--- src/skq_pkg.sv ---
// Shared types, constants and helper functions for the SHA-256 keystream cipher.
package skq_pkg;

    localparam int CFG_REGS = 6;
    localparam int CFG_IDX_W = 3;
    localparam int CFG_DATA_W = 64;

    localparam logic [CFG_IDX_W-1:0] CFG_KEY_WORD_0 = 3'd0;
    localparam logic [CFG_IDX_W-1:0] CFG_KEY_WORD_1 = 3'd1;
    localparam logic [CFG_IDX_W-1:0] CFG_KEY_WORD_2 = 3'd2;
    localparam logic [CFG_IDX_W-1:0] CFG_KEY_WORD_3 = 3'd3;
    localparam logic [CFG_IDX_W-1:0] CFG_IV_WORD_0  = 3'd4;
    localparam logic [CFG_IDX_W-1:0] CFG_IV_WORD_1  = 3'd5;

    localparam logic [30:0] CTR_MAX = 31'h7FFF_FFFF;
    localparam int BCD_DIGITS = 10;
    localparam int ONE_BLOCK_MAX_DIGITS = 7;

    typedef struct packed {
        logic [7:0] data;
        logic       start;
        logic [4:0] pos;
        logic       new_block;
    } req_t;

    localparam logic [31:0] H_INIT [8] = '{
        32'h6a09e667, 32'hbb67ae85, 32'h3c6ef372, 32'ha54ff53a,
        32'h510e527f, 32'h9b05688c, 32'h1f83d9ab, 32'h5be0cd19
    };

    localparam logic [31:0] K_ROUND [64] = '{
        32'h428a2f98, 32'h71374491, 32'hb5c0fbcf, 32'he9b5dba5,
        32'h3956c25b, 32'h59f111f1, 32'h923f82a4, 32'hab1c5ed5,
        32'hd807aa98, 32'h12835b01, 32'h243185be, 32'h550c7dc3,
        32'h72be5d74, 32'h80deb1fe, 32'h9bdc06a7, 32'hc19bf174,
        32'he49b69c1, 32'hefbe4786, 32'h0fc19dc6, 32'h240ca1cc,
        32'h2de92c6f, 32'h4a7484aa, 32'h5cb0a9dc, 32'h76f988da,
        32'h983e5152, 32'ha831c66d, 32'hb00327c8, 32'hbf597fc7,
        32'hc6e00bf3, 32'hd5a79147, 32'h06ca6351, 32'h14292967,
        32'h27b70a85, 32'h2e1b2138, 32'h4d2c6dfc, 32'h53380d13,
        32'h650a7354, 32'h766a0abb, 32'h81c2c92e, 32'h92722c85,
        32'ha2bfe8a1, 32'ha81a664b, 32'hc24b8b70, 32'hc76c51a3,
        32'hd192e819, 32'hd6990624, 32'hf40e3585, 32'h106aa070,
        32'h19a4c116, 32'h1e376c08, 32'h2748774c, 32'h34b0bcb5,
        32'h391c0cb3, 32'h4ed8aa4a, 32'h5b9cca4f, 32'h682e6ff3,
        32'h748f82ee, 32'h78a5636f, 32'h84c87814, 32'h8cc70208,
        32'h90befffa, 32'ha4506ceb, 32'hbef9a3f7, 32'hc67178f2
    };

    function automatic logic [39:0] bcd_inc(input logic [39:0] bcd);
        logic [39:0] res;
        logic        carry;
        logic [3:0]  d;
        res = bcd;
        carry = 1'b1;
        for (int i = 0; i < BCD_DIGITS; i++) begin
            d = bcd[4*i +: 4];
            if (carry) begin
                if (d == 4'd9) begin
                    d = 4'd0;
                end else begin
                    d = d + 4'd1;
                    carry = 1'b0;
                end
            end
            res[4*i +: 4] = d;
        end
        return res;
    endfunction

    function automatic logic [3:0] digit_count(input logic [39:0] bcd);
        logic [3:0] n;
        n = 4'd1;
        for (int i = 1; i < BCD_DIGITS; i++) begin
            if (bcd[4*i +: 4] != 4'd0) begin
                n = 4'(i + 1);
            end
        end
        return n;
    endfunction

endpackage

--- src/skq_front.sv ---
// Front end: accepts requests, tags byte position and block start, queues them.
module skq_front #(
    parameter int DEPTH = 4
) (
    input  logic          clk,
    input  logic          rst_n,
    input  logic          in_valid,
    output logic          in_ready,
    input  logic [7:0]    data_byte,
    input  logic          message_start,
    output skq_pkg::req_t req,
    output logic          req_valid,
    input  logic          req_pop
);

    localparam int PTR_W = (DEPTH > 1) ? $clog2(DEPTH) : 1;
    localparam int CNT_W = $clog2(DEPTH + 1);

    skq_pkg::req_t    fifo_reg [DEPTH];
    logic [PTR_W-1:0] wr_ptr_reg;
    logic [PTR_W-1:0] rd_ptr_reg;
    logic [CNT_W-1:0] count_reg;
    logic [4:0]       pos_reg;
    logic [4:0]       pos_cur;
    logic             push;
    logic             pop;
    skq_pkg::req_t    req_new;

    assign in_ready  = count_reg != CNT_W'(DEPTH);
    assign req_valid = count_reg != '0;
    assign push      = in_valid && in_ready;
    assign pop       = req_pop && req_valid;
    assign req       = fifo_reg[rd_ptr_reg];

    assign pos_cur           = message_start ? 5'd0 : pos_reg;
    assign req_new.data      = data_byte;
    assign req_new.start     = message_start;
    assign req_new.pos       = pos_cur;
    assign req_new.new_block = pos_cur == 5'd0;

    function automatic logic [PTR_W-1:0] ptr_inc(input logic [PTR_W-1:0] p);
        return (p == PTR_W'(DEPTH - 1)) ? '0 : p + PTR_W'(1);
    endfunction

    always_ff @(posedge clk or negedge rst_n)
    begin
        if (!rst_n)
        begin
            wr_ptr_reg <= '0;
            rd_ptr_reg <= '0;
            count_reg  <= '0;
            pos_reg    <= '0;
        end
        else
        begin
            if (push)
            begin
                wr_ptr_reg <= ptr_inc(wr_ptr_reg);
                pos_reg    <= pos_cur + 5'd1;
            end
            if (pop)
            begin
                rd_ptr_reg <= ptr_inc(rd_ptr_reg);
            end
            if (push && !pop)
            begin
                count_reg <= count_reg + CNT_W'(1);
            end
            else if (pop && !push)
            begin
                count_reg <= count_reg - CNT_W'(1);
            end
        end
    end

    always_ff @(posedge clk)
    begin
        if (push)
        begin
            fifo_reg[wr_ptr_reg] <= req_new;
        end
    end

endmodule

--- src/skq_sha_core.sv ---
// SHA-256 compression engine, one round per cycle, one or two message blocks.
module skq_sha_core (
    input  logic          clk,
    input  logic          rst_n,
    input  logic          start,
    input  logic          two_blocks,
    input  logic [1023:0] msg,
    output logic          done,
    output logic [255:0]  digest
);

    typedef enum logic [2:0] {
        S_IDLE  = 3'b001,
        S_ROUND = 3'b010,
        S_FIN   = 3'b100
    } state_t;

    state_t      state_reg;
    logic [5:0]  round_reg;
    logic        second_reg;
    logic        two_reg;
    logic        done_reg;
    logic [31:0] h_reg [8];
    logic [31:0] v_reg [8];
    logic [31:0] w_reg [16];

    logic [31:0] t1;
    logic [31:0] t2;
    logic [31:0] w_new;
    logic [31:0] h_sum [8];
    logic [31:0] big_s0;
    logic [31:0] big_s1;
    logic [31:0] sm_s0;
    logic [31:0] sm_s1;
    logic [31:0] ch;
    logic [31:0] maj;

    always_comb
    begin
        big_s1 = {v_reg[4][5:0], v_reg[4][31:6]} ^ {v_reg[4][10:0], v_reg[4][31:11]}
               ^ {v_reg[4][24:0], v_reg[4][31:25]};
        big_s0 = {v_reg[0][1:0], v_reg[0][31:2]} ^ {v_reg[0][12:0], v_reg[0][31:13]}
               ^ {v_reg[0][21:0], v_reg[0][31:22]};
        ch     = (v_reg[4] & v_reg[5]) ^ (~v_reg[4] & v_reg[6]);
        maj    = (v_reg[0] & v_reg[1]) ^ (v_reg[0] & v_reg[2]) ^ (v_reg[1] & v_reg[2]);
        t1     = v_reg[7] + big_s1 + ch + skq_pkg::K_ROUND[round_reg] + w_reg[0];
        t2     = big_s0 + maj;
        sm_s0  = {w_reg[1][6:0], w_reg[1][31:7]} ^ {w_reg[1][17:0], w_reg[1][31:18]}
               ^ (w_reg[1] >> 3);
        sm_s1  = {w_reg[14][16:0], w_reg[14][31:17]} ^ {w_reg[14][18:0], w_reg[14][31:19]}
               ^ (w_reg[14] >> 10);
        w_new  = w_reg[0] + sm_s0 + w_reg[9] + sm_s1;
        for (int i = 0; i < 8; i++)
        begin
            h_sum[i] = h_reg[i] + v_reg[i];
        end
    end

    assign done = done_reg;

    always_comb
    begin
        for (int i = 0; i < 8; i++)
        begin
            digest[255 - 32*i -: 32] = h_reg[i];
        end
    end

    always_ff @(posedge clk or negedge rst_n)
    begin
        if (!rst_n)
        begin
            state_reg  <= S_IDLE;
            round_reg  <= '0;
            second_reg <= 1'b0;
            two_reg    <= 1'b0;
            done_reg   <= 1'b0;
        end
        else
        begin
            done_reg <= 1'b0;
            unique case (state_reg)
                S_IDLE:
                begin
                    if (start)
                    begin
                        round_reg  <= '0;
                        second_reg <= 1'b0;
                        two_reg    <= two_blocks;
                        state_reg  <= S_ROUND;
                    end
                end
                S_ROUND:
                begin
                    round_reg <= round_reg + 6'd1;
                    if (round_reg == 6'd63)
                    begin
                        state_reg <= S_FIN;
                    end
                end
                S_FIN:
                begin
                    if (two_reg && !second_reg)
                    begin
                        second_reg <= 1'b1;
                        round_reg  <= '0;
                        state_reg  <= S_ROUND;
                    end
                    else
                    begin
                        done_reg  <= 1'b1;
                        state_reg <= S_IDLE;
                    end
                end
                default:
                begin
                    state_reg <= S_IDLE;
                end
            endcase
        end
    end

    always_ff @(posedge clk)
    begin
        if (state_reg == S_IDLE && start)
        begin
            for (int i = 0; i < 8; i++)
            begin
                h_reg[i] <= skq_pkg::H_INIT[i];
                v_reg[i] <= skq_pkg::H_INIT[i];
            end
            for (int j = 0; j < 16; j++)
            begin
                w_reg[j] <= msg[1023 - 32*j -: 32];
            end
        end
        else if (state_reg == S_ROUND)
        begin
            for (int i = 1; i < 8; i++)
            begin
                v_reg[i] <= v_reg[i-1];
            end
            v_reg[4] <= v_reg[3] + t1;
            v_reg[0] <= t1 + t2;
            for (int j = 0; j < 15; j++)
            begin
                w_reg[j] <= w_reg[j+1];
            end
            w_reg[15] <= w_new;
        end
        else if (state_reg == S_FIN)
        begin
            for (int i = 0; i < 8; i++)
            begin
                h_reg[i] <= h_sum[i];
                v_reg[i] <= h_sum[i];
            end
            for (int j = 0; j < 16; j++)
            begin
                w_reg[j] <= msg[511 - 32*j -: 32];
            end
        end
    end

endmodule

--- src/skq_back.sv ---
// Back end: builds the counter message, runs the hash, applies the keystream.
module skq_back (
    input  logic          clk,
    input  logic          rst_n,
    input  skq_pkg::req_t req,
    input  logic          req_valid,
    output logic          req_pop,
    input  logic [383:0]  cfg_bits,
    output logic          out_valid,
    input  logic          out_ready,
    output logic [7:0]    result_byte,
    output logic          counter_overflow
);

    typedef enum logic [3:0] {
        B_IDLE = 4'b0001,
        B_PREP = 4'b0010,
        B_HASH = 4'b0100,
        B_EMIT = 4'b1000
    } state_t;

    state_t             state_reg;
    skq_pkg::req_t      cur_reg;
    logic [30:0]        counter_reg;
    logic [39:0]        bcd_reg;
    logic               ovf_reg;
    logic               repeats_reg;
    logic [31:0][7:0]   ks_reg;
    logic               out_valid_reg;
    logic [7:0]         out_byte_reg;
    logic               out_ovf_reg;

    logic [0:127][7:0]  msg_b;
    logic [3:0]         nd;
    logic [8:0]         len_bits;
    logic               two_blocks;
    logic [3:0]         dsel;
    logic               core_start;
    logic               core_done;
    logic [255:0]       digest;
    logic               emit;

    assign req_pop    = state_reg == B_IDLE && req_valid;
    assign core_start = state_reg == B_PREP;
    assign emit       = state_reg == B_EMIT && (!out_valid_reg || out_ready);

    assign out_valid        = out_valid_reg;
    assign result_byte      = out_byte_reg;
    assign counter_overflow = out_ovf_reg;

    always_comb
    begin
        msg_b      = '0;
        dsel       = '0;
        nd         = skq_pkg::digit_count(bcd_reg);
        two_blocks = nd > 4'(skq_pkg::ONE_BLOCK_MAX_DIGITS);
        len_bits   = {6'd48 + {2'b00, nd}, 3'b000};
        for (int k = 0; k < 48; k++)
        begin
            msg_b[k] = cfg_bits[383 - 8*k -: 8];
        end
        for (int k = 0; k <= skq_pkg::BCD_DIGITS; k++)
        begin
            if (4'(k) < nd)
            begin
                dsel = nd - 4'd1 - 4'(k);
                msg_b[48 + k] = 8'h30 | {4'h0, bcd_reg[4*dsel +: 4]};
            end
            else if (4'(k) == nd)
            begin
                msg_b[48 + k] = 8'h80;
            end
        end
        if (two_blocks)
        begin
            msg_b[126] = {7'b0, len_bits[8]};
            msg_b[127] = len_bits[7:0];
        end
        else
        begin
            msg_b[62] = {7'b0, len_bits[8]};
            msg_b[63] = len_bits[7:0];
        end
    end

    skq_sha_core u_core (
        .clk        (clk),
        .rst_n      (rst_n),
        .start      (core_start),
        .two_blocks (two_blocks),
        .msg        (msg_b),
        .done       (core_done),
        .digest     (digest)
    );

    always_ff @(posedge clk or negedge rst_n)
    begin
        if (!rst_n)
        begin
            state_reg     <= B_IDLE;
            counter_reg   <= '0;
            bcd_reg       <= '0;
            ovf_reg       <= 1'b0;
            repeats_reg   <= 1'b0;
            out_valid_reg <= 1'b0;
        end
        else
        begin
            if (out_valid_reg && out_ready && !emit)
            begin
                out_valid_reg <= 1'b0;
            end
            unique case (state_reg)
                B_IDLE:
                begin
                    if (req_valid)
                    begin
                        if (req.start)
                        begin
                            counter_reg <= '0;
                            bcd_reg     <= '0;
                            ovf_reg     <= 1'b0;
                            repeats_reg <= 1'b0;
                        end
                        state_reg <= req.new_block ? B_PREP : B_EMIT;
                    end
                end
                B_PREP:
                begin
                    state_reg <= B_HASH;
                end
                B_HASH:
                begin
                    if (core_done)
                    begin
                        repeats_reg <= ovf_reg;
                        if (counter_reg != skq_pkg::CTR_MAX)
                        begin
                            counter_reg <= counter_reg + 31'd1;
                            bcd_reg     <= skq_pkg::bcd_inc(bcd_reg);
                        end
                        else
                        begin
                            ovf_reg <= 1'b1;
                        end
                        state_reg <= B_EMIT;
                    end
                end
                B_EMIT:
                begin
                    if (emit)
                    begin
                        out_valid_reg <= 1'b1;
                        state_reg     <= B_IDLE;
                    end
                end
                default:
                begin
                    state_reg <= B_IDLE;
                end
            endcase
        end
    end

    always_ff @(posedge clk)
    begin
        if (req_pop)
        begin
            cur_reg <= req;
        end
        if (state_reg == B_HASH && core_done)
        begin
            ks_reg <= digest;
        end
        if (emit)
        begin
            out_byte_reg <= cur_reg.data ^ ks_reg[5'd31 - cur_reg.pos];
            out_ovf_reg  <= repeats_reg;
        end
    end

endmodule

--- src/sha256_counter_keystream_xor.sv ---
// Top level of the SHA-256 counter-mode keystream cipher.
// Each request byte is XORed with one byte of a keystream block; a block is the
// SHA-256 of key || iv || decimal counter and is made at byte 0 of every 32. A
// byte that starts a block needs load, one compression of 64 rounds (one round
// per cycle), finish and emit for counters up to 7 digits, and two compressions
// above that; every other byte only passes through the back end's sequencer. A
// queue of QUEUE_DEPTH requests lets the input side keep going while a block is
// hashed.
module sha256_counter_keystream_xor #(
    parameter int QUEUE_DEPTH = 4
) (
    input  logic        clk,
    input  logic        rst_n,
    input  logic        in_valid,
    output logic        in_ready,
    input  logic [7:0]  data_byte,
    input  logic        message_start,
    output logic        out_valid,
    input  logic        out_ready,
    output logic [7:0]  result_byte,
    output logic        counter_overflow,
    input  logic        cfg_we,
    input  logic [2:0]  cfg_index,
    input  logic [63:0] cfg_data
);

    logic [63:0]   cfg_reg [skq_pkg::CFG_REGS];
    logic [383:0]  cfg_bits;
    skq_pkg::req_t req;
    logic          req_valid;
    logic          req_pop;

    always_ff @(posedge clk or negedge rst_n)
    begin
        if (!rst_n)
        begin
            for (int i = 0; i < skq_pkg::CFG_REGS; i++)
            begin
                cfg_reg[i] <= '0;
            end
        end
        else if (cfg_we)
        begin
            unique case (cfg_index)
                skq_pkg::CFG_KEY_WORD_0: cfg_reg[0] <= cfg_data;
                skq_pkg::CFG_KEY_WORD_1: cfg_reg[1] <= cfg_data;
                skq_pkg::CFG_KEY_WORD_2: cfg_reg[2] <= cfg_data;
                skq_pkg::CFG_KEY_WORD_3: cfg_reg[3] <= cfg_data;
                skq_pkg::CFG_IV_WORD_0:  cfg_reg[4] <= cfg_data;
                skq_pkg::CFG_IV_WORD_1:  cfg_reg[5] <= cfg_data;
                default:
                begin
                end
            endcase
        end
    end

    assign cfg_bits = {cfg_reg[0], cfg_reg[1], cfg_reg[2], cfg_reg[3], cfg_reg[4], cfg_reg[5]};

    skq_front #(
        .DEPTH (QUEUE_DEPTH)
    ) u_front (
        .clk           (clk),
        .rst_n         (rst_n),
        .in_valid      (in_valid),
        .in_ready      (in_ready),
        .data_byte     (data_byte),
        .message_start (message_start),
        .req           (req),
        .req_valid     (req_valid),
        .req_pop       (req_pop)
    );

    skq_back u_back (
        .clk              (clk),
        .rst_n            (rst_n),
        .req              (req),
        .req_valid        (req_valid),
        .req_pop          (req_pop),
        .cfg_bits         (cfg_bits),
        .out_valid        (out_valid),
        .out_ready        (out_ready),
        .result_byte      (result_byte),
        .counter_overflow (counter_overflow)
    );

endmodule

--- config.mk ---
export PLATFORM = sky130hd
export DESIGN_NAME = sha256_counter_keystream_xor
export DESIGN_NICKNAME = d
export VERILOG_FILES = /design/src/skq_pkg.sv /design/src/skq_front.sv /design/src/skq_sha_core.sv /design/src/skq_back.sv /design/src/sha256_counter_keystream_xor.sv
export SDC_FILE = /design/constraint.sdc
export NUM_CORES = 2
export LEC_CHECK = 0
export BUFFER_PORTS_ARGS = -buffer_cell sky130_fd_sc_hd__clkbuf_2
export CAP_MARGIN = 10
export CORE_UTILIZATION = 45
export CTS_BUF_LIST = sky130_fd_sc_hd__clkbuf_4
export DETAILED_ROUTE_END_ITERATION = 16
export HOLD_SLACK_MARGIN = 0.03
export SETUP_SLACK_MARGIN = 0.2
export SLEW_MARGIN = 10
export SYNTH_ARGS = -nofsm -noshare
export SYNTH_HDL_FRONTEND = slang
export SYNTH_HIERARCHICAL = 1
export SYNTH_SLANG_ARGS = --single-unit
--- constraint.sdc ---
create_clock -name clk -period 20.7 [get_ports clk]
set_input_delay 2.07 -clock clk [delete_from_list [all_inputs] [get_ports clk]]
set_output_delay 2.07 -clock clk [all_outputs]
set_load 0.01 [all_outputs]
**Yosys cells after proc, flatten, opt, wreduce, memory -nomap -nowiden**

Memory sizes are Yosys's and may differ from the RTL's.
Cells that the tools add are included.

- Register bits: 764
- Bits in writable memories: 1084
- Memory bits (read-only): 2048
- Input port bits: 81
- Output and inout port bits: 11
- Word-level logic and storage cells: 542
- Memories kept: 5

Memory list:

| name | depth | width | read ports | clocked after memory_dff | write ports | line | text |
|---|---|---|---|---|---|---|---|
| (name not given) | 64 | 32 | 1 | 0 | 0 | skq_sha_core.sv:46 | `t1 = v_reg[7] + big_s1 + ch + skq_pkg::K_ROUND[round_reg] + w_reg[0];` |
| u_back.u_core.w_reg | 16 | 32 | 16 | 0 | 16 | skq_sha_core.sv:25 | `logic [31:0] w_reg [16];` |
| u_back.u_core.h_reg | 8 | 32 | 8 | 0 | 8 | skq_sha_core.sv:23 | `logic [31:0] h_reg [8];` |
| u_back.u_core.v_reg | 8 | 32 | 8 | 0 | 8 | skq_sha_core.sv:24 | `logic [31:0] v_reg [8];` |
| u_front.fifo_reg | 4 | 15 | 1 | 0 | 1 | skq_front.sv:19 | `skq_pkg::req_t fifo_reg [DEPTH];` |

- Add/subtract/negate cells: 48
- Magnitude comparators: 14
- Equality and inequality tests: 55
- Shift-type cells: 11
- Muxes and demuxes: 210
- Bitwise logic cells: 76
- Reduce and logical (&&, ||, !) cells: 57

Operators by type and width:

| kind | count |
|---|---|
| 2-to-1 mux 32 bit | 59 |
| adder 32 bit | 18 |
| indexed part select 40 x 7 -> 4 bit | 11 |
| XOR 32 bit | 9 |
| 2-to-1 mux 8 bit | 23 |
| bitwise AND 32 bit | 5 |
| 2-to-1 mux 40 bit | 4 |
| 2-to-1 mux 31 bit | 4 |
| 2-to-1 mux 4 bit | 31 |
| case mux 40 bit (2 select lines) | 1 |
| 2-to-1 mux 1 bit | 67 |
| case mux 31 bit (2 select lines) | 1 |
| OR 1 bit | 57 |
| AND reduction 6 bit | 9 |
| == test 4 bit (second input constant) | 11 |
| adder 4 x 1 -> 4 bit (second input constant) | 10 |
| binary-select mux 8 bit (select 5 bit) | 1 |
| nonzero test 4 bit | 9 |
| inverter 32 bit | 1 |
| XOR 32 x 22 -> 32 bit | 1 |
| XOR 32 x 29 -> 32 bit | 1 |
| adder 31 x 1 -> 31 bit (second input constant) | 1 |
| inequality test 31 bit (second input constant) | 1 |
| inequality test 2 x 1 -> 1 bit (second input constant) | 13 |
| other kinds (55) | 123 |

**Logic depth before layout (Yosys ltp)**

- Word-level depth: 41
- Depth in mapped cells: 41
- Mapped depth without buffers: 39

**Modules after synthesis**

Netlist, hierarchy kept.

Modules (own cells, without submodules):

| module | times used | cells an instance | area an instance (µm²) | sequential area each (µm²) |
|---|---|---|---|---|
| skq_sha_core | 1 | 7219 | 71922.7 | 31051.0 |
| skq_back | 1 | 1374 | 17912.2 | 10301.1 |
| sha256_counter_keystream_xor | 1 | 816 | 15143.3 | 9609.2 |
| skq_front | 1 | 151 | 2927.8 | 2102.0 |

**Least setup slack after synthesis**

No wires, ideal clock.

- Path type: register to register
- Start: reg u_back.u_core.state_reg[1]
- End: mem u_back.u_core.w_reg[15][18] (data pin)
- Arrival: 9275 ps
- Data required time: 20122 ps
- Path slack: 10847 ps
- Cell stages (with the launch flop): 9
- Cell sequence: dfrtp_1 > nor2_1 > and2_1 > clkbuf_1 > clkbuf_1 > nor2_1 > inv_2 > clkbuf_1 > o21ai_0

RTL lines:

| item | line | text |
|---|---|---|
| start, declared | skq_sha_core.sv:18 | `state_t state_reg;` |
| start signal, assigned | skq_sha_core.sv:73 | `state_reg <= S_IDLE;` |
| start signal, assigned | skq_sha_core.sv:90 | `state_reg <= S_ROUND;` |
| start signal, assigned | skq_sha_core.sv:98 | `state_reg <= S_FIN;` |
| end, declared | skq_sha_core.sv:25 |  |

==> flow_metrics.tcl <==
set metrics [dict create \
    layout.nets 11100 \
    cts_tree "built" \
    cpMaxStageDelayCell "a2111oi_1" \
    seq_area_frac_synth 0.492 \
    hp-class "reg -> reg" \
    ys_top_cells_by_area "edfxtp_1 (38%), dfrtp_1 (11%), ha_1 (5.0%)" \
    end_kind "register" \
    io_buffers 91 \
    drc 0 \
    start_util 0.453 \
    area_growth_pct 11.3 \
    finClkSkew_ps 144 \
    hold_path_startpoint "u_back/u_core/h_reg[1][104]" \
    ys_ff_latch 1848 \
    netlist_top_cells_count "edfxtp_1 (1362), nand2_1 (998), o21ai_0 (684), nor2_1 (640), inv_1 (498)" \
    grt_pass1_vias 77900 \
    critPathLaunchType "register" \
    clk_root_buffer_cell "clkbuf_4" \
    wirelength_um 359000 \
    overflow 0 \
    grt_pass1_wl_um 526000 \
    cts_hold_buffers 0 \
    peakVddDrop_uv 305 \
    slew_violations 0 \
    p_leak_nw 49.5 \
    worstPathRequired_ps 21790 \
    largest_register_ff_count 512 \
    power.density_nw_per_um2 187 \
    timing.fmax_mhz 85.6 \
    period_share 0.565 \
    post_cts_resized 0 \
    yosysMostFrequentCell "edfxtp_1" \
    hpwlAfterDp_um 254000 \
    cts_made_buffers 541 \
    synth_largest_area_cell "edfxtp_1" \
    final-hold-violation-count 0 \
    drtIter0Drc 7669 \
    multiInputGateArea_um2 52900 \
    clk_pin_slew_worst_paths_ps 70 \
    finalSetupTns_ps 0 \
    yosysWarnings 6 \
    worst_pin_slew_ps 1150 \
    ant_nets 0 \
    routed_via_density 5.70 \
    finalCriticalPeriod_ps 11690 \
    drv_cap 0 \
    hold_depth 0 \
    r2r_slack_ps 9010 \
    setup_viol 0 \
    synth_edf_count 1362 \
    num_rows 179 \
    ios 92 \
    timing.rr.start "u_back/u_core/round_reg[0]" \
    h-tree-depth 6 \
    syn_avg_cell_area_um2 11.3 \
    rsz0062_at_grt "false" \
    maxSlewHeadroom 0.231 \
    die-width_um 492 \
    criticalPathCategory "reg -> reg" \
    r2r_end "u_back/u_core/v_reg[0][31]" \
    crit_top_cell "a21oi_1" \
    synthFlopType "edfxtp_1" \
    post_cts_buffers 0 \
    clock_path_buffers 4 \
    cp.arrival_ps 12770 \
    drive_gt1_frac 0.137 \
    finalPower_mw 22.5 \
    clock_latency_ps 1430 \
    status "finished clean" \
    die_area_um2 242000 \
    synth.cell_area_um2 108000 \
    fill_cells 21600 \
    synth_top_area_frac 0.379 \
    track_usage 0.293 \
    post_drt_wl_per_cell_um 25.8 \
    cp_max_fo 15 \
    regArea_um2 53100 \
    async_reset_ff_frac 0.263 \
    antenna_found_initial 33 \
    die_h_um 492 \
    num_vias 79500 \
    slowest_delay_ps 990 \
    ys_types 108 \
    place.gp.congestion 0.971 \
    hold_end "u_back/ks_reg[8]" \
    cts_sinks 1848 \
    first_pass_iters 10 \
    synth_cells 9560 \
    core-area_um2 238000 \
    grt_max_degree 188 \
    r2r_cells 39 \
]
[worst max-delay path: cells and delay by family (launching register included)]
family,cells,cell delay (ps)
buf+inv,5,700
compound gates,20,5700
fa+ha+maj,7,3130
simple gates,5,1200
xor+xnor,2,320
flops,1,340
[report_power, final]
group	total, mW	switching [mW]	internal, mW
Combinational	13.9	8.60	5.25
Sequential	5.12	0.379	4.74
Clock	3.54	1.66	1.88
[cell families (layout without fill, tap and decap cells)]
kind of cell / after synthesis / in the layout / share of synthesized area
simple gates: 2325 / 2325 / 0.0965
compound gates: 2273 / 2273 / 0.133
flops: 1848 / 1848 / 0.492
buf+inv: 1013 / 1650 / 0.0386
mux: 864 / 864 / 0.104
fa+ha+maj: 634 / 634 / 0.0871
xor+xnor: 602 / 602 / 0.0490
other cells: 1 / 571 / 0.0000348
[worst max-delay path by stage]
stage,start,depth (start not counted),to
final,u_back/u_core/round_reg[0],39,u_back/u_core/v_reg[0][31]
after global routing,u_back/u_core/round_reg[0],39,u_back/u_core/v_reg[0][31]
after detailed placement,u_back/u_core/round_reg[0],39,u_back/u_core/v_reg[0][31]
after global placement,u_back/u_core/round_reg[0],39,u_back/u_core/v_reg[0][31]
after floorplan,u_back/u_core/state_reg[1],8,u_back/u_core/w_reg[15][18]
after CTS,u_back/u_core/round_reg[0],39,u_back/u_core/v_reg[0][31]
[layer usage]
layer / track usage / wire (um)
met4: 0.0950 / 11200
met5: 0 / 65
met1: 0.405 / 154000
met3: 0.0598 / 28000
met2: 0.462 / 166000
[through the flow]
step	utilization	worst slack, ps	instance area [um2]	hold WS (ps)	instances
after floorplan	-	10850	110000	425	10100
after global placement	0.476	9180	113000	437	13000
after detailed placement	0.476	9200	113000	443	13000
after CTS	0.504	9070	120000	390	13900
after global routing	0.504	8410	120000	390	13900
final	0.504	9010	120000	403	13900
[cell type report]
cell class	count	area share
clock buffers	800	0.0500
well taps	3167	0.0330
diodes	17	0.000354
inverters	507	0.0160
repair buffers	214	0.0121
clock inverters	129	0.00652
flip-flops and latches	1848	0.442
multi-input cells	7252	0.440
[cells in the final DEF, fill, tap and decap left out, drive strengths merged, types with 105 or more instances in the layout]
cell and n:
xnor2 364, o22ai 108, nor2 643, mux4 112
o21ai 691, clkbuf 890, buf 124, clkinv 105
inv 517, nand3 111, nand2b 115, fa 196
ha 435, dfrtp 484, mux2 412, nand2 998
o21a 126, conb 554, a31oi 127, mux2i 340
xor2 237, edfxtp 1362, a21o 267, a21oi 448
(Power assumes the default switching activity.)
